==> src/rtl/mrtu_pkg.sv <==
// Shared types, constants and the CRC byte step of the Modbus RTU request framer.
package mrtu_pkg;

  localparam logic [7:0]  FuncRead      = 8'h03;
  localparam logic [7:0]  FuncWriteOne  = 8'h06;
  localparam logic [7:0]  FuncWriteMany = 8'h10;
  localparam logic [15:0] CrcInit       = 16'hFFFF;
  localparam logic [15:0] CrcPoly       = 16'hA001;

  localparam int unsigned CmdDepth = 4;
  localparam int unsigned OutDepth = 2;

  // Input item kinds
  localparam logic [1:0] KindRead  = 2'd0;
  localparam logic [1:0] KindStart = 2'd1;
  localparam logic [1:0] KindData  = 2'd2;

  typedef enum logic [1:0] {
    CmdRead = 2'd0,
    CmdHdr  = 2'd1,
    CmdData = 2'd2
  } cmd_kind_e;

  // One command from the front to the serialiser
  typedef struct packed {
    cmd_kind_e   kind;
    logic [7:0]  slave;
    logic [15:0] addr;
    logic [7:0]  count;
    logic [15:0] word;
    logic        close;
  } cmd_t;

  typedef struct packed {
    logic [7:0] data;
    logic       last;
  } out_t;

  // Fold one byte into the Modbus CRC-16
  function automatic logic [15:0] crc_byte(logic [15:0] crc, logic [7:0] b);
    logic [15:0] c;
    c = crc ^ {8'h00, b};
    for (int k = 0; k < 8; k++) begin
      if (c[0]) begin
        c = (c >> 1) ^ CrcPoly;
      end else begin
        c = c >> 1;
      end
    end
    return c;
  endfunction

endpackage

==> src/rtl/mrtu_fifo.sv <==
// Small register queue used between the framer stages.
module mrtu_fifo #(
  parameter int unsigned Width = 8,
  parameter int unsigned Depth = 2
) (
  input  logic             clk_i,
  input  logic             rst_ni,
  input  logic             push_i,
  input  logic [Width-1:0] data_i,
  output logic             full_o,
  input  logic             pop_i,
  output logic [Width-1:0] data_o,
  output logic             empty_o
);

  localparam int unsigned PtrW = (Depth > 1) ? $clog2(Depth) : 1;
  localparam int unsigned CntW = $clog2(Depth + 1);

  logic [Width-1:0] mem_q [Depth];
  logic [PtrW-1:0]  wr_ptr_q, wr_ptr_d, rd_ptr_q, rd_ptr_d;
  logic [CntW-1:0]  cnt_q, cnt_d;
  logic             do_push, do_pop;

  assign full_o  = (cnt_q == CntW'(Depth));
  assign empty_o = (cnt_q == '0);
  assign do_push = push_i && !full_o;
  assign do_pop  = pop_i && !empty_o;
  assign data_o  = mem_q[rd_ptr_q];

  // Advance pointers with wrap at the depth
  always_comb begin
    wr_ptr_d = wr_ptr_q;
    rd_ptr_d = rd_ptr_q;
    cnt_d    = cnt_q;
    if (do_push) begin
      wr_ptr_d = (wr_ptr_q == PtrW'(Depth - 1)) ? '0 : wr_ptr_q + 1'b1;
    end
    if (do_pop) begin
      rd_ptr_d = (rd_ptr_q == PtrW'(Depth - 1)) ? '0 : rd_ptr_q + 1'b1;
    end
    if (do_push && !do_pop) begin
      cnt_d = cnt_q + 1'b1;
    end else if (do_pop && !do_push) begin
      cnt_d = cnt_q - 1'b1;
    end
  end

  always_ff @(posedge clk_i or negedge rst_ni) begin
    if (!rst_ni) begin
      wr_ptr_q <= '0;
      rd_ptr_q <= '0;
      cnt_q    <= '0;
    end else begin
      wr_ptr_q <= wr_ptr_d;
      rd_ptr_q <= rd_ptr_d;
      cnt_q    <= cnt_d;
    end
  end

  // Store the pushed entry
  always_ff @(posedge clk_i) begin
    if (do_push) begin
      mem_q[wr_ptr_q] <= data_i;
    end
  end

endmodule

==> src/rtl/mrtu_front.sv <==
// Front stage: accepts request items, tracks the open write and issues commands.
module mrtu_front (
  input  logic          clk_i,
  input  logic          rst_ni,
  input  logic          push,
  output logic          full,
  input  logic [1:0]    kind_i,
  input  logic [7:0]    slave_address_i,
  input  logic [15:0]   register_address_i,
  input  logic [7:0]    register_count_i,
  input  logic [15:0]   data_word_i,
  output logic          cmd_push_o,
  output mrtu_pkg::cmd_t cmd_o,
  input  logic          cmd_full_i
);

  import mrtu_pkg::*;

  logic       open_q, open_d;
  logic [7:0] words_q, words_d;
  logic       take;

  assign full = cmd_full_i;
  assign take = push && !cmd_full_i;

  // Classify the item and update the write tracking
  always_comb begin
    open_d      = open_q;
    words_d     = words_q;
    cmd_push_o  = 1'b0;
    cmd_o.kind  = CmdRead;
    cmd_o.slave = slave_address_i;
    cmd_o.addr  = register_address_i;
    cmd_o.count = register_count_i;
    cmd_o.word  = data_word_i;
    cmd_o.close = 1'b1;
    if (take) begin
      case (kind_i)
        KindRead: begin
          cmd_push_o = 1'b1;
          open_d     = 1'b0;
          words_d    = '0;
        end
        KindStart: begin
          cmd_push_o  = 1'b1;
          cmd_o.kind  = CmdHdr;
          cmd_o.close = (register_count_i == 8'd0);
          open_d      = (register_count_i != 8'd0);
          words_d     = register_count_i;
        end
        KindData: begin
          // Drop data words with no write open
          if (open_q) begin
            cmd_push_o  = 1'b1;
            cmd_o.kind  = CmdData;
            cmd_o.close = (words_q == 8'd1);
            words_d     = words_q - 8'd1;
            if (words_q == 8'd1) begin
              open_d = 1'b0;
            end
          end
        end
        default: begin
        end
      endcase
    end
  end

  always_ff @(posedge clk_i or negedge rst_ni) begin
    if (!rst_ni) begin
      open_q  <= 1'b0;
      words_q <= '0;
    end else begin
      open_q  <= open_d;
      words_q <= words_d;
    end
  end

endmodule

==> src/rtl/mrtu_back.sv <==
// Back stage: serialises commands into frame bytes and keeps the running CRC.
module mrtu_back (
  input  logic           clk_i,
  input  logic           rst_ni,
  input  mrtu_pkg::cmd_t cmd_i,
  input  logic           cmd_empty_i,
  output logic           cmd_pop_o,
  output logic           out_push_o,
  output mrtu_pkg::out_t out_o,
  input  logic           out_full_i
);

  import mrtu_pkg::*;

  logic [3:0]  idx_q, idx_d;
  logic [15:0] crc_q, crc_d;
  logic [3:0]  body_len, total;
  logic [7:0]  body_byte;
  logic [15:0] crc_base;
  logic        step;

  assign step = !cmd_empty_i && !out_full_i;

  // Work out the frame body length of this command
  always_comb begin
    unique case (cmd_i.kind)
      CmdRead: body_len = 4'd6;
      CmdHdr:  body_len = (cmd_i.count == 8'd1) ? 4'd4 : 4'd7;
      CmdData: body_len = 4'd2;
      default: body_len = 4'd2;
    endcase
    total = body_len + (cmd_i.close ? 4'd2 : 4'd0);
  end

  // Select the body byte at the current index
  always_comb begin
    if (cmd_i.kind == CmdData) begin
      body_byte = idx_q[0] ? cmd_i.word[7:0] : cmd_i.word[15:8];
    end else begin
      case (idx_q[2:0])
        3'd0: body_byte = cmd_i.slave;
        3'd1: body_byte = (cmd_i.kind == CmdRead) ? FuncRead :
                          (cmd_i.count == 8'd1) ? FuncWriteOne : FuncWriteMany;
        3'd2: body_byte = cmd_i.addr[15:8];
        3'd3: body_byte = cmd_i.addr[7:0];
        3'd4: body_byte = 8'h00;
        3'd5: body_byte = cmd_i.count;
        3'd6: body_byte = {cmd_i.count[6:0], 1'b0};
        default: body_byte = 8'h00;
      endcase
    end
  end

  // A new frame restarts the CRC
  assign crc_base = (idx_q == 4'd0 && cmd_i.kind != CmdData) ? CrcInit : crc_q;

  // Emit one byte per transfer and advance through the command
  always_comb begin
    idx_d      = idx_q;
    crc_d      = crc_q;
    cmd_pop_o  = 1'b0;
    out_push_o = step;
    out_o.last = 1'b0;
    if (idx_q < body_len) begin
      out_o.data = body_byte;
    end else if (idx_q == body_len) begin
      out_o.data = crc_q[7:0];
    end else begin
      out_o.data = crc_q[15:8];
      out_o.last = 1'b1;
    end
    if (step) begin
      if (idx_q < body_len) begin
        crc_d = crc_byte(crc_base, body_byte);
      end else if (idx_q != body_len) begin
        crc_d = CrcInit;
      end
      if (idx_q == total - 4'd1) begin
        idx_d     = '0;
        cmd_pop_o = 1'b1;
      end else begin
        idx_d = idx_q + 4'd1;
      end
    end
  end

  always_ff @(posedge clk_i or negedge rst_ni) begin
    if (!rst_ni) begin
      idx_q <= '0;
      crc_q <= CrcInit;
    end else begin
      idx_q <= idx_d;
      crc_q <= crc_d;
    end
  end

endmodule

==> src/rtl/modbus_rtu_request_framer.sv <==
// Top level of the Modbus RTU request framer.
// Input queue side: present an item on kind_i and the field ports with push
// high; it transfers at a rising edge where full is low. Read items give an
// 8-byte read frame, write start items give the header, data words give two
// bytes each, and the last word (or a zero count start) closes the frame
// with the CRC-16, low byte first. Stray data words and kind 3 are dropped.
// Result queue side: while empty is low, frame_byte_o and frame_last_o hold
// the oldest byte; it transfers at a rising edge where pop is high.
// The first byte of an item goes from the command queue, written at the item's
// transfer, through the output queue before it reaches the result ports.
// Throughput: one frame byte per cycle while the output queue has room, set
// by the serialiser, which emits one byte per cycle; a data word thus gives
// 2 bytes (4 when it closes the frame), a read frame 8, a zero count write 9.
// A 4-entry command queue separates the front from the serialiser and a
// 2-entry output queue holds bytes while pop is low; full rises when the
// command queue fills. Reset empties both queues, closes any open write and
// sets the CRC to 0xFFFF.
module modbus_rtu_request_framer (
  input  logic        clk_i,
  input  logic        rst_ni,
  input  logic        push,
  output logic        full,
  input  logic [1:0]  kind_i,
  input  logic [7:0]  slave_address_i,
  input  logic [15:0] register_address_i,
  input  logic [7:0]  register_count_i,
  input  logic [15:0] data_word_i,
  output logic        empty,
  input  logic        pop,
  output logic [7:0]  frame_byte_o,
  output logic        frame_last_o
);

  import mrtu_pkg::*;

  cmd_t cmd_wr, cmd_rd;
  out_t out_wr, out_rd;
  logic cmd_push, cmd_full, cmd_pop, cmd_empty;
  logic out_push, out_full;

  mrtu_front u_front (
    .clk_i,
    .rst_ni,
    .push,
    .full,
    .kind_i,
    .slave_address_i,
    .register_address_i,
    .register_count_i,
    .data_word_i,
    .cmd_push_o (cmd_push),
    .cmd_o      (cmd_wr),
    .cmd_full_i (cmd_full)
  );

  mrtu_fifo #(
    .Width ($bits(cmd_t)),
    .Depth (CmdDepth)
  ) u_cmd_fifo (
    .clk_i,
    .rst_ni,
    .push_i  (cmd_push),
    .data_i  (cmd_wr),
    .full_o  (cmd_full),
    .pop_i   (cmd_pop),
    .data_o  (cmd_rd),
    .empty_o (cmd_empty)
  );

  mrtu_back u_back (
    .clk_i,
    .rst_ni,
    .cmd_i       (cmd_rd),
    .cmd_empty_i (cmd_empty),
    .cmd_pop_o   (cmd_pop),
    .out_push_o  (out_push),
    .out_o       (out_wr),
    .out_full_i  (out_full)
  );

  mrtu_fifo #(
    .Width ($bits(out_t)),
    .Depth (OutDepth)
  ) u_out_fifo (
    .clk_i,
    .rst_ni,
    .push_i  (out_push),
    .data_i  (out_wr),
    .full_o  (out_full),
    .pop_i   (pop),
    .data_o  (out_rd),
    .empty_o (empty)
  );

  assign frame_byte_o = out_rd.data;
  assign frame_last_o = out_rd.last;

endmodule

==> config.mk <==
export PLATFORM = sky130hd
export DESIGN_NAME = modbus_rtu_request_framer
export DESIGN_NICKNAME = d
export VERILOG_FILES = /design/src/rtl/mrtu_pkg.sv /design/src/rtl/mrtu_fifo.sv /design/src/rtl/mrtu_front.sv /design/src/rtl/mrtu_back.sv /design/src/rtl/modbus_rtu_request_framer.sv
export SDC_FILE = /design/constraint.sdc
export NUM_CORES = 1
export LEC_CHECK = 0
export BUFFER_PORTS_ARGS = -buffer_cell sky130_fd_sc_hd__buf_2
export CORE_ASPECT_RATIO = 0.9
export CORE_UTILIZATION = 25
export DETAILED_ROUTE_END_ITERATION = 12
export HOLD_SLACK_MARGIN = 0.02
export SLEW_MARGIN = 10
export SYNTH_ARGS = -nofsm -noshare
export SYNTH_HDL_FRONTEND = slang
export SYNTH_SLANG_ARGS = --single-unit
==> constraint.sdc <==
create_clock -name clk_i -period 4.6 [get_ports clk_i]
set_clock_uncertainty 0.05 [all_clocks]
set_input_delay 0.92 -clock clk_i [delete_from_list [all_inputs] [get_ports clk_i]]
set_output_delay 0.92 -clock clk_i [all_outputs]
set_load 0.02 [all_outputs]
---- Yosys cells after proc, flatten, opt, wreduce, memory -nomap -nowiden ----
Memories as Yosys holds them, arrays and structs flattened.
Cells that the tools add are included.
storage, ports and cells
  register bits after elaboration ......... 40
  bits in writable memories ............... 222
  input bits .............................. 54
  output and inout port bits .............. 11
  logic and storage cells ................. 155
  memories ................................ 2
cells by class
  add/sub/neg operators ................... 12
  order comparisons ....................... 1
  equal/unequal tests ..................... 20
  mux-type cells .......................... 66
  bitwise gates (word level) .............. 9
  reductions and logical operators ........ 35
memory list
  memory            words  bits a word  rd ports  clocked after Yosys merged registers in  write ports  line             text
  u_cmd_fifo.mem_q  4      51           1         0                                        1            mrtu_fifo.sv:19  logic [Width-1:0] mem_q [Depth];
  u_out_fifo.mem_q  2      9            1         0                                        1            mrtu_fifo.sv:19
operators with widths
  operator                                                            count
  16-bit 2-to-1 mux                                                   25
  8-bit 2-to-1 mux                                                    6
  8-bit one-hot mux with 6 select lines                               1
  2-bit inverter with 3-bit output                                    8
  8-bit one-hot mux with 3 select lines                               1
  8-bit by 1-bit == test with 1-bit output, second input constant     2
  1-bit 2-to-1 mux                                                    16
  2-bit 2-to-1 mux                                                    8
  16-bit by 8-bit bitwise XOR with 16-bit output                      1
  1-bit logical AND                                                   11
  2-bit == test, second input constant                                5
  3-bit == test, second input constant                                3
  4-bit == test                                                       2
  1-bit zero test                                                     8
  8-bit zero test                                                     1
  4-bit one-hot mux with 2 select lines                               1
  8-bit nonzero test                                                  1
  8-bit by 1-bit subtractor with 8-bit output, second input constant  1
  2-bit by 1-bit adder with 2-bit output, second input constant       3
  3-bit by 2-bit == test with 1-bit output, second input constant     2
  2-bit zero test                                                     3
  3-bit zero test                                                     2
  3-bit 2-to-1 mux                                                    2
  2-bit nonzero test                                                  3
  other kinds (23)                                                    27

---- Logic depth before layout (Yosys ltp) ----
Gate-level depths: netlist (run 1).
An unclocked memory read counts as a cell.
  word-level depth ........................ 38
  gate-level depth with buffers ........... 21
  depth with buffers taken out ............ 18

---- Modules after synthesis ----
Synthesis (run 1) repeated with hierarchy kept, for this count alone.
unflattened totals
  cell total of the unflattened synthesis .. 726
  area, all modules ....................... 11972.7 sq um
modules (own cells, without submodules)
  module                   times used  cells each  area an instance (sq um)  sequential area each (sq um)
  mrtu_fifo at u_cmd_fifo  1           304         7788.7                    6301.0
  mrtu_back                1           242         2239.6                    520.5
  mrtu_front               1           133         1098.6                    225.2
  mrtu_fifo at u_out_fifo  1           47          845.8                     640.6

---- Worst setup path after synthesis (run 1) ----
Ideal clock, no wire load.
  path type ............................... register to register
  start point ............................. register u_cmd_fifo.rd_ptr_q[0]
  end point ............................... register u_cmd_fifo.cnt_q[1]
  setup time .............................. 0.125 ns
  data arrival time ....................... 4.441 ns
  required time ........................... 4.425 ns
  slack ................................... -0.016 ns
  stages on the path, launching flop included .. 17
  path buffers ............................ 1
  period minus slack after synthesis ...... 4.616 ns
  cells stage by stage .................... dfrtp_1 > buf_6 > mux4_1 > nor4_1 > and4b_1 > and3b_1 > ha_1 > inv_1 > ha_1 > fa_1 > xor2_1 > nor4_1 > nand2_1 > ha_1 > inv_1 > fa_1 > mux2_2
on the way
  cells in the longest elaborated chain, start to end .. 13
  elaborated cells between the ends (all ways) .. 18
  those cells by class .................... 2 x add/sub; 3 x eq/ne; 6 x mux; 6 x reduce/logical; 1 x memory
ends and longest elaborated chain
  element                                          line             text
  from (decl)                                      mrtu_fifo.sv:20  logic [PtrW-1:0] wr_ptr_q, wr_ptr_d, rd_ptr_q, rd_ptr_d;
  from (signal assigned)                           mrtu_fifo.sv:55  rd_ptr_q <= rd_ptr_d;
  memory 4 x 51 bit (*)                            -
  8-bit by 1-bit == test with 1-bit output         mrtu_back.sv:28  CmdHdr: body_len = (cmd_i.count == 8'd1) ? 4'd4 : 4'd7;
  2-bit 2-to-1 mux                                 mrtu_back.sv:28
  4-bit one-hot mux with 2 select lines            mrtu_back.sv:26  unique case (cmd_i.kind)
  4-bit adder (*)                                  mrtu_back.sv:32  total = body_len + (cmd_i.close ? 4'd2 : 4'd0);
  4-bit by 1-bit subtractor with 4-bit output (*)  mrtu_back.sv:78  if (idx_q == total - 4'd1) begin
  4-bit == test (*)                                mrtu_back.sv:78
  1-bit 2-to-1 mux (*)                             mrtu_back.sv:78
  1-bit 2-to-1 mux (*)                             mrtu_back.sv:72  if (step) begin
  1-bit logical AND (*)                            mrtu_fifo.sv:27  assign do_pop = pop_i && !empty_o;
  1-bit zero test (*)                              mrtu_fifo.sv:41  if (do_push && !do_pop) begin
  1-bit logical AND (*)                            mrtu_fifo.sv:41
  3-bit 2-to-1 mux (*)                             mrtu_fifo.sv:41
  named net u_cmd_fifo.cnt_d[1]                    mrtu_fifo.sv:21  logic [CntW-1:0] cnt_q, cnt_d;
  to (signal assigned)                             mrtu_fifo.sv:56  cnt_q <= cnt_d;
  to (decl)                                        mrtu_fifo.sv:21
Mark *: on every way through the listed nets, which the timed path passes. The rest lies on a longest branch.
A chain may end at the register's enable or synchronous reset.

---- Worst setup path after layout (run 1) ----
Same ends and word-level chain as after synthesis.

==> impl_metrics.py, run 1 <==
metrics = {
    "synth": {
        "synth_edf_count": 222,
        "yosysTopAreaCell": "edfxtp_1",
        "syn_area_per_cell_um2": 16.9,
        "seq_area_frac_synth_pct": 66.5,
        "yosysMostFrequentCell": "edfxtp_1",
        "async_flop_share_pct": 15.3,
        "synth_top_area_share_pct": 57.7,
        "synth_flop_cell": "edfxtp_1",
        "synth_cells": 685,
        "syn_nets": 765,
        "netlist_area_mm2": 0.0116,
        "synth_top_cells_by_count": "edfxtp_1 (222), nand2_1 (43), nor2_1 (40)",
        "synth_cell_types": 68,
        "synth_area_leaders": "edfxtp_1 (58%), mux4_2 (6.4%), dfrtp_1 (5.2%)",
        "synth_warnings": 0,
        "synth_seq_cells": 262,
    },
    "clock_network": {
        "clk_path_buf_depth": 3,
        "cts_tree": "yes",
        "cts_root_buf": "clkbuf_16",
        "clk_pin_slew_ns": 0.06,
        "htreeDepth": 1,
        "numCtsBuffers": 28,
        "clock_latency_ns": 0.58,
        "cts_sinks": 262,
    },
    "detailed_routing": {
        "first_pass_iters": 5,
        "ant_nets": 0,
        "drc": 0,
        "drt_iter0_markers": 543,
        "drt-total-wl_um": 25500,
        "wl_per_cell_um": 18.1,
        "via_count": 6343,
        "viasPerCell": 4.50,
    },
    "setup_path": {
        "crit_path_start": "u_cmd_fifo.rd_ptr_q[0]",
        "critPathLaunchType": "register",
        "r2r_start": "u_cmd_fifo.rd_ptr_q[0]",
        "worstPathArrival_ns": 4.82,
        "worstSetupEndpointType": "register",
        "required_ns": 4.97,
        "cp_max_fo": 5,
        "rrSetupSlack_ns": 0.15,
        "path_class": "reg -> reg",
        "crit_end": "u_cmd_fifo.cnt_q[1]",
        "ff2ff_path_depth": 15,
        "r2r_end": "u_cmd_fifo.cnt_q[1]",
    },
    "floorplan": {
        "die_height_um": 206,
        "coreArea_mm2": 0.0455,
        "ios": 65,
        "initial_core_util_pct": 25.4,
        "dieArea_mm2": 0.0471,
        "die_w_um": 229,
        "num_rows": 74,
    },
    "placed_design": {
        "place_congestion": 0.806,
        "pre_cts_ws_ns": 0.105,
        "port_buffers": 64,
        "dpl.hpwl_um": 16800,
    },
    "global_route": {
        "grt_max_degree": 52,
        "track_usage_pct": 10.9,
        "grt_pass1_wl_um": 39200,
        "grt_pass1_vias": 6346,
        "gr-total-overflow": 0,
        "antenna_found_initial": 6,
    },
    "cells_and_area": {
        "multi_input_area_mm2": 0.00362,
        "nNetsFinal": 861,
        "fill_cells": 4502,
        "seqCellArea_mm2": 0.00769,
        "syn2layout_area_growth_pct": 18.0,
        "drive_gt1_share_pct": 28.8,
    },
    "flow_run": {
        "drv_cap": 0,
    },
    "timing": {
        "worst_pin_slew_ns": 1.15,
        "fmax_mhz": 225,
        "drv_slew": 0,
        "finalCritPeriodShare_pct": 96.7,
        "setup_ws_ns": 0.153,
        "tns_ns": 0,
        "setup_viol": 0,
        "fin_crit_ns": 4.45,
        "maxSlewHeadroom_pct": 23.2,
        "rsz0062_at_grt": "true",
        "hold_viol": 0,
    },
    "worst_hold_path": {
        "min_from": "u_cmd_fifo.cnt_q[2]",
        "min_path_type": "reg -> reg",
    },
    "pwr": {
        "powerDensity_mw_per_mm2": 675,
        "p_leak_nw": 4.68,
        "irDropWorstVdd_mv": 0.369,
    },
    "run_status": {
        "status": "finished clean",
    },
}
[per-stage QoR]
stage               instances  hold slack, ns  instance area [um^2]  utilization, %  total power [mW]
detailed placement       1356           0.452                 12700            28.0              7.11
finish                   1410           0.452                 13600            30.0              9.21
global route             1409           0.481                 13600            30.0              9.75
CTS                      1406           0.459                 13600            29.9              9.26
floorplan                 685           0.413                 11600               -              6.14
global placement         1356           0.445                 12700            28.0              7.05
[cell type report]
type	count	area share [%]
Clock inverter	19	1.10
Inverter	23	0.633
Timing Repair Buffer	93	4.46
Multi-Input combinational cell	373	26.6
Antenna cell	1	0.0184
Sequential cell	262	56.4
Tap cell	608	5.58
Clock buffer	31	5.22
[worst min-delay path by stage]
stage                                         to  slack, ns  cells after the start
after floorplan              u_cmd_fifo.cnt_q[2]       0.41                      1
after global placement       u_cmd_fifo.cnt_q[2]       0.44                      1
after detailed placement     u_cmd_fifo.cnt_q[2]       0.45                      1
after CTS                    u_cmd_fifo.cnt_q[2]       0.46                      1
after global routing      u_cmd_fifo.mem_q[0][4]       0.48                      1
final                        u_cmd_fifo.cnt_q[2]       0.45                      1
[registers in the layout, indices dropped and copies added (netlist names), 2 cells and up]
name,flops
u_back.crc_q,16
u_back.idx_q,4
u_cmd_fifo.cnt_q,3
u_cmd_fifo.mem_q,204
u_cmd_fifo.rd_ptr_q,2
u_cmd_fifo.wr_ptr_q,2
u_front.words_q,8
u_out_fifo.cnt_q,2
u_out_fifo.mem_q,18
[metal layers]
metal	track usage [%]	share of wire, %	vias to the layer above
met5	0	0.23	-
met4	2.61	1.9	8
met3	2.52	5.8	41
met2	16.9	45	158
met1	15.3	47	3262
li1	-	-	2874
[power breakdown]
group          internal, mW  switching, mW
registers              3.02          0.208
logic                  1.84           2.02
clock network          1.18          0.937
total                  6.04           3.17
[critical path, cell delays in order (launching register included)]
cell and delay (ns):
dfrtp_4 0.47, mux4_2 0.57, nor4_4 0.32, and4b_1 0.27, and3b_1 0.19, ha_1 0.23, inv_1 0.06, ha_2 0.17
fa_1 0.42, xor2_1 0.18, nor4_2 0.32, nand2_1 0.12, ha_2 0.20, inv_2 0.05, fa_1 0.40, mux2_2 0.27
[placed cells by master (no fill, tap or decap), types with 5 or more instances in the layout]
cell type	instances
buf_12	5
mux2i_1	15
dfrtp_1	22
xnor2_1	24
o22a_1	16
clkinv_1	9
ha_1	22
o21ai_0	23
mux4_2	38
nor2_1	40
a32oi_1	6
inv_1	20
mux2_2	24
nand2_1	43
dfstp_2	16
a21oi_1	9
mux4_1	10
clkbuf_16	28
xor2_1	10
buf_2	64
nand3_1	6
edfxtp_1	222
buf_4	23
a22oi_1	9
o22ai_1	6
[logic make-up (layout without fill, tap and decap cells)]
| group | count (synthesis) | in the layout | share of synthesized area, % |
|---|---|---|---|
| compound gates | 90 | 90 | 5.78 |
| buf+inv | 50 | 166 | 2.24 |
| xor+xnor | 40 | 40 | 3.71 |
| mux | 87 | 87 | 13.5 |
| other cells | 0 | 1 | 0 |
| simple gates | 130 | 130 | 5.30 |
| fa+ha+maj | 26 | 26 | 2.95 |
| flops | 262 | 262 | 66.5 |
[repair_timing]
action	4_1_cts	5_1_grt
gates resized for setup	0	12
hold buffers	0	0
setup endpoints to repair	0	2
setup buffers	0	3
Note: power is estimated with default switching activity, not from simulation.
==> run 2, diff against run 1 <==
SYNTH_HIERARCHICAL = 1   (was default)
==> impl_metrics.py, run 2 <==
metrics = {
    "floorplan": {
        "dieArea_mm2": 0.0488,
        "initial_core_util_pct": 25.5,
        "ios": 65,
        "die_height_um": 210,
        "coreArea_mm2": 0.0469,
        "num_rows": 75,
        "die_w_um": 233,
    },
    "synth": {
        "seq_area_frac_synth_pct": 64.2,
        "netlist_area_mm2": 0.0120,
        "syn_nets": 806,
        "synth_cell_types": 73,
        "syn_area_per_cell_um2": 16.5,
        "async_flop_share_pct": 15.3,
        "synth_top_cells_by_count": "edfxtp_1 (222), buf_4 (56), mux4_2 (51)",
        "synth_top_area_share_pct": 55.7,
        "synth_cells": 726,
        "yosysMostFrequentCell": "edfxtp_1",
        "synth_warnings": 6,
        "yosysTopAreaCell": "edfxtp_1",
        "synth_area_leaders": "edfxtp_1 (56%), mux4_2 (9.6%), dfrtp_1 (5.0%)",
        "synth_edf_count": 222,
        "synth_flop_cell": "edfxtp_1",
        "synth_seq_cells": 262,
    },
    "global_route": {
        "grt_pass1_vias": 6399,
        "track_usage_pct": 10.1,
        "gr-total-overflow": 0,
        "antenna_found_initial": 3,
        "grt_max_degree": 41,
        "grt_pass1_wl_um": 37800,
    },
    "setup_path": {
        "worstSetupEndpointType": "register",
        "cpPeakStageDelay_ns": 0.49,
        "cp.depth": 18,
        "cpLargestDelayFamily": "adder cells",
        "crit_path_start": "u_cmd_fifo/rd_ptr_q[0]",
        "crit_chain": "buf_12 > buf_6 > mux4_2 > nor4b_4 > and2_4 > and3_4 > ha_4 > inv_4 > ha_4 > fa_1 > xor2_1 > nor4_2 > and2_4 > o31ai_4 > ha_2 > inv_2 > fa_1 > mux2_4",
        "worstPathArrival_ns": 4.85,
        "r2r_start": "u_cmd_fifo/rd_ptr_q[0]",
        "path_class": "reg -> reg",
        "crit_end": "u_cmd_fifo/cnt_q[1]",
        "critPathLaunchType": "register",
        "required_ns": 5.00,
        "cp_max_fo": 5,
        "critPathBufInv": 4,
        "slowest_stage": "dfrtp_4",
        "r2r_end": "u_cmd_fifo/cnt_q[1]",
        "rrSetupSlack_ns": 0.14,
        "ff2ff_path_depth": 18,
    },
    "placed_design": {
        "place_congestion": 0.828,
        "port_buffers": 64,
        "dpl.hpwl_um": 16700,
    },
    "timing": {
        "finalCritPeriodShare_pct": 96.9,
        "setup_viol": 0,
        "tns_ns": 0,
        "maxSlewHeadroom_pct": 22.5,
        "fin_crit_ns": 4.46,
        "rsz0062_at_grt": "true",
        "drv_slew": 0,
        "worst_pin_slew_ns": 1.16,
        "hold_viol": 0,
        "fmax_mhz": 224,
    },
    "run_status": {
        "status": "finished clean",
    },
    "clock_network": {
        "cts_tree": "yes",
        "numCtsBuffers": 28,
        "clock_latency_ns": 0.56,
        "cts_root_buf": "clkbuf_16",
        "clk_pin_slew_ns": 0.06,
        "clk_path_buf_depth": 3,
        "cts_sinks": 262,
        "cts_hold_repair.buffers": 0,
        "htreeDepth": 1,
    },
    "pwr": {
        "p_leak_nw": 4.78,
        "powerDensity_mw_per_mm2": 708,
        "irDropWorstVdd_mv": 0.427,
        "power.total_mw": 9.82,
    },
    "cells_and_area": {
        "drive_gt1_share_pct": 34.5,
        "final_common_cell": "edfxtp_1",
        "largest-register": "u_cmd_fifo/mem_q",
        "reg_top3": "u_cmd_fifo/mem_q (204), u_out_fifo/mem_q (18), u_back/crc_q (16)",
        "nNetsFinal": 870,
        "largest_reg_flops": 204,
        "syn2layout_area_growth_pct": 15.8,
        "mostFrequentLayoutCells": "edfxtp_1 (222), buf_2 (64), mux4_2 (51)",
    },
    "detailed_routing": {
        "drt_iter0_markers": 333,
        "drc": 0,
        "first_pass_iters": 4,
        "via_count": 6223,
        "viasPerCell": 4.35,
        "wl_per_cell_um": 17.3,
        "drt-total-wl_um": 24700,
        "ant_nets": 0,
    },
    "flow_run": {
        "drv_cap": 0,
    },
    "worst_hold_path": {
        "min_path_type": "in -> async",
    },
}
run 2: cell families (layout without fill, tap and decap cells):
logic type | Yosys count | after routing | share of synthesized area (%)
xor+xnor | 40 | 40 | 3.58
flops | 262 | 262 | 64.2
fa+ha+maj | 26 | 26 | 2.84
other cells | 0 | 1 | 0
compound gates | 89 | 89 | 5.49
mux | 87 | 87 | 13.0
buf+inv | 99 | 185 | 5.43
simple gates | 123 | 123 | 5.47
run 2: layout make-up:
class                   instances  area (um^2)
fillers                      4648        33100
flip-flops and latches        262         7690
multi-input cells             365         3720
well taps                     616          771
clock buffers                  39          762
repair buffers                112          717
clock inverters                13          123
inverters                      21         81.3
diodes                          1         2.50
run 2: per-layer routing:
layer | GRT usage, % | vias up | wire length, um
met2 | 15.8 | 145 | 11400
li1 | - | 2883 | -
met5 | 0 | - | 38
met1 | 14.2 | 3152 | 11500
met3 | 2.47 | 37 | 1290
met4 | 2.07 | 6 | 463
run 2: worst min path at each step:
stage	start	endpoint	slack, ns	cells past startpoint
finish	rst_ni	u_front/words_q[2]	0.38	2
global route	rst_ni	u_front/words_q[2]	0.42	2
CTS	rst_ni	u_front/words_q[3]	0.38	2
detailed placement	u_out_fifo/wr_ptr_q	u_out_fifo/wr_ptr_q	0.44	1
global placement	u_out_fifo/wr_ptr_q	u_out_fifo/wr_ptr_q	0.42	1
floorplan	u_out_fifo/wr_ptr_q	u_out_fifo/wr_ptr_q	0.41	1
run 2: metrics by stage:
stage	utilization (%)	hold WS [ns]	setup WS [ns]	area, um^2	std cells
floorplan	-	0.410	0.00629	12000	726
global placement	27.3	0.424	-0.00789	12800	1365
detailed placement	27.3	0.436	-0.0785	12800	1365
CTS	29.4	0.383	0.111	13800	1424
global route	29.5	0.417	-0.0598	13900	1428
finish	29.6	0.385	0.144	13900	1429
run 2: what timing repair did:
item	in CTS	in global routing
endpoints found under the hold margin	0	0
buffers inserted	7	4
pin swaps	1	6
resized for setup	4	12
setup endpoints to repair	1	2
run 2: power breakdown:
group,total (mW),switching (mW),internal [mW]
combinational,4.34,2.22,2.12
sequential,3.35,0.231,3.12
clock,2.13,0.905,1.22
==> run 3, diff against run 2 <==
CORE_UTILIZATION = 50   (was 25)
PLACE_DENSITY = 0.7   (was default)
==> impl_metrics.py, run 3 (synthesized netlist as in run 2, its figures left out) <==
metrics = {
    "cells_and_area": {
        "mostFrequentLayoutCells": "edfxtp_1 (222), buf_2 (64), mux4_2 (51)",
        "final_common_cell": "edfxtp_1",
        "fill_cells": 1786,
        "syn2layout_area_growth_pct": 10.9,
        "final_area_mm2": 0.0133,
        "reg_top3": "u_cmd_fifo/mem_q (204), u_out_fifo/mem_q (18), u_back/crc_q (16)",
        "largest_reg_flops": 204,
        "drive_gt1_share_pct": 32.3,
        "diodes": 0,
        "largest-register": "u_cmd_fifo/mem_q",
        "nNetsFinal": 850,
        "final_core_util_pct": 56.7,
    },
    "worst_hold_path": {
        "min_path_cells": 2,
        "min_to": "u_back/crc_q[12]",
        "min_path_type": "reg -> reg",
        "min_from": "u_back/crc_q[12]",
    },
    "setup_path": {
        "rrSetupSlack_ns": 0.08,
        "cp_max_fo": 4,
        "r2r_end": "u_cmd_fifo/cnt_q[1]",
        "required_ns": 4.96,
        "worstSetupEndpointType": "register",
        "r2r_start": "u_cmd_fifo/rd_ptr_q[0]",
        "path_class": "reg -> reg",
        "critPathLaunchType": "register",
        "worstPathArrival_ns": 4.87,
        "ff2ff_path_depth": 17,
    },
    "clock_network": {
        "cts_hold_repair.buffers": 0,
        "cts_sinks": 262,
        "clk_pin_slew_ns": 0.06,
        "clk_path_buf_depth": 3,
        "cts_tree": "yes",
        "cts_root_buf": "clkbuf_16",
        "clock_latency_ns": 0.53,
        "numCtsBuffers": 27,
        "htreeDepth": 1,
    },
    "global_route": {
        "antenna_found_initial": 0,
        "grt_pass1_vias": 6609,
        "track_usage_pct": 19.3,
        "grt_max_degree": 52,
        "grt_pass1_wl_um": 35900,
        "gr-total-overflow": 0,
    },
    "detailed_routing": {
        "via_count": 6274,
        "drc": 0,
        "drt-total-wl_um": 22800,
        "drt_iter0_markers": 613,
        "ant_nets": 0,
        "wl_per_cell_um": 20.9,
        "viasPerCell": 5.75,
        "first_pass_iters": 5,
    },
    "pwr": {
        "irDropWorstVdd_mv": 0.547,
        "powerDensity_mw_per_mm2": 720,
        "p_leak_nw": 4.63,
        "power.total_mw": 9.55,
    },
    "floorplan": {
        "dieArea_mm2": 0.0246,
        "die_w_um": 165,
        "die_height_um": 149,
        "ios": 65,
        "initial_core_util_pct": 51.1,
        "coreArea_mm2": 0.0234,
        "num_rows": 53,
    },
    "timing": {
        "fin_crit_ns": 4.52,
        "hold_viol": 0,
        "tns_ns": 0,
        "drv_slew": 0,
        "setup_viol": 0,
        "worst_pin_slew_ns": 1.13,
        "finalCritPeriodShare_pct": 98.2,
        "fmax_mhz": 221,
        "rsz0062_at_grt": "true",
        "maxSlewHeadroom_pct": 24.6,
    },
    "run_status": {
        "status": "finished clean",
    },
    "placed_design": {
        "placed_area_mm2": 0.0123,
        "dpl.hpwl_um": 15000,
        "port_buffers": 64,
        "place_congestion": 0.819,
    },
    "flow_run": {
        "drv_cap": 0,
    },
}
[run 3: per-layer routing]
metal | share of wire (%) | wire (um) | GRT usage (%) | up-vias
li1 | - | - | - | 2843
met1 | 42 | 9600 | 26.4 | 3210
met2 | 49 | 11200 | 31.3 | 180
met3 | 6.0 | 1360 | 3.56 | 41
met4 | 2.6 | 598 | 6.74 | 0
met5 | 0 | 0 | 0 | -
[run 3: worst max-delay path by stage]
stage                           startpoint             endpoint  slack (ns)  depth (start not counted)
floorplan           u_cmd_fifo/rd_ptr_q[0]  u_cmd_fifo/cnt_q[1]       0.006                         18
global placement    u_cmd_fifo/rd_ptr_q[0]  u_cmd_fifo/cnt_q[1]       0.005                         15
detailed placement  u_cmd_fifo/rd_ptr_q[0]  u_cmd_fifo/cnt_q[1]       -0.11                         15
CTS                 u_cmd_fifo/rd_ptr_q[0]  u_cmd_fifo/cnt_q[1]        0.02                         17
global route        u_cmd_fifo/rd_ptr_q[0]  u_cmd_fifo/cnt_q[1]       -0.09                         17
finish              u_cmd_fifo/rd_ptr_q[0]  u_cmd_fifo/cnt_q[1]        0.08                         17
[run 3: through the flow]
step,hold slack [ns],setup slack [ns],cells
2_1_floorplan,0.410,0.00629,726
6_report,0.462,0.0836,1091
3_3_place_gp,0.429,0.00513,1036
3_5_place_dp,0.450,-0.108,1036
4_1_cts,0.458,0.0205,1088
5_1_grt,0.473,-0.0883,1091
[run 3: area by class of cell]
| cell class | count | area [um^2] | share of cell area, % |
|---|---|---|---|
| Clock buffer | 35 | 716 | 5.39 |
| Clock inverter | 13 | 68.8 | 0.518 |
| Inverter | 21 | 78.8 | 0.594 |
| Multi-Input combinational cell | 365 | 3720 | 28.0 |
| Sequential cell | 262 | 7690 | 58.0 |
| Tap cell | 302 | 378 | 2.85 |
| Timing Repair Buffer | 93 | 621 | 4.68 |
[run 3: power breakdown]
group	internal, mW	switching (mW)
registers	3.12	0.241
clock network	1.09	0.850
logic	2.06	2.19
total	6.27	3.29
[run 3: repair_timing]
item	4_1_cts	5_1_grt
pin swaps	1	5
gates resized for setup	6	11
setup buffers	4	3
endpoints found under the setup margin	2	2
[run 3: critical path, stage by stage (launching register included)]
cell and delay, ns:
dfrtp_4 0.52, buf_12 0.15, mux4_2 0.46, nor4_4 0.32, and2_4 0.19, and3_4 0.19
ha_4 0.12, inv_2 0.04, ha_4 0.15, fa_1 0.48, xor2_1 0.18, nor4_2 0.32
and2_4 0.20, o31ai_4 0.06, ha_2 0.20, inv_2 0.06, fa_1 0.43, mux2_4 0.28
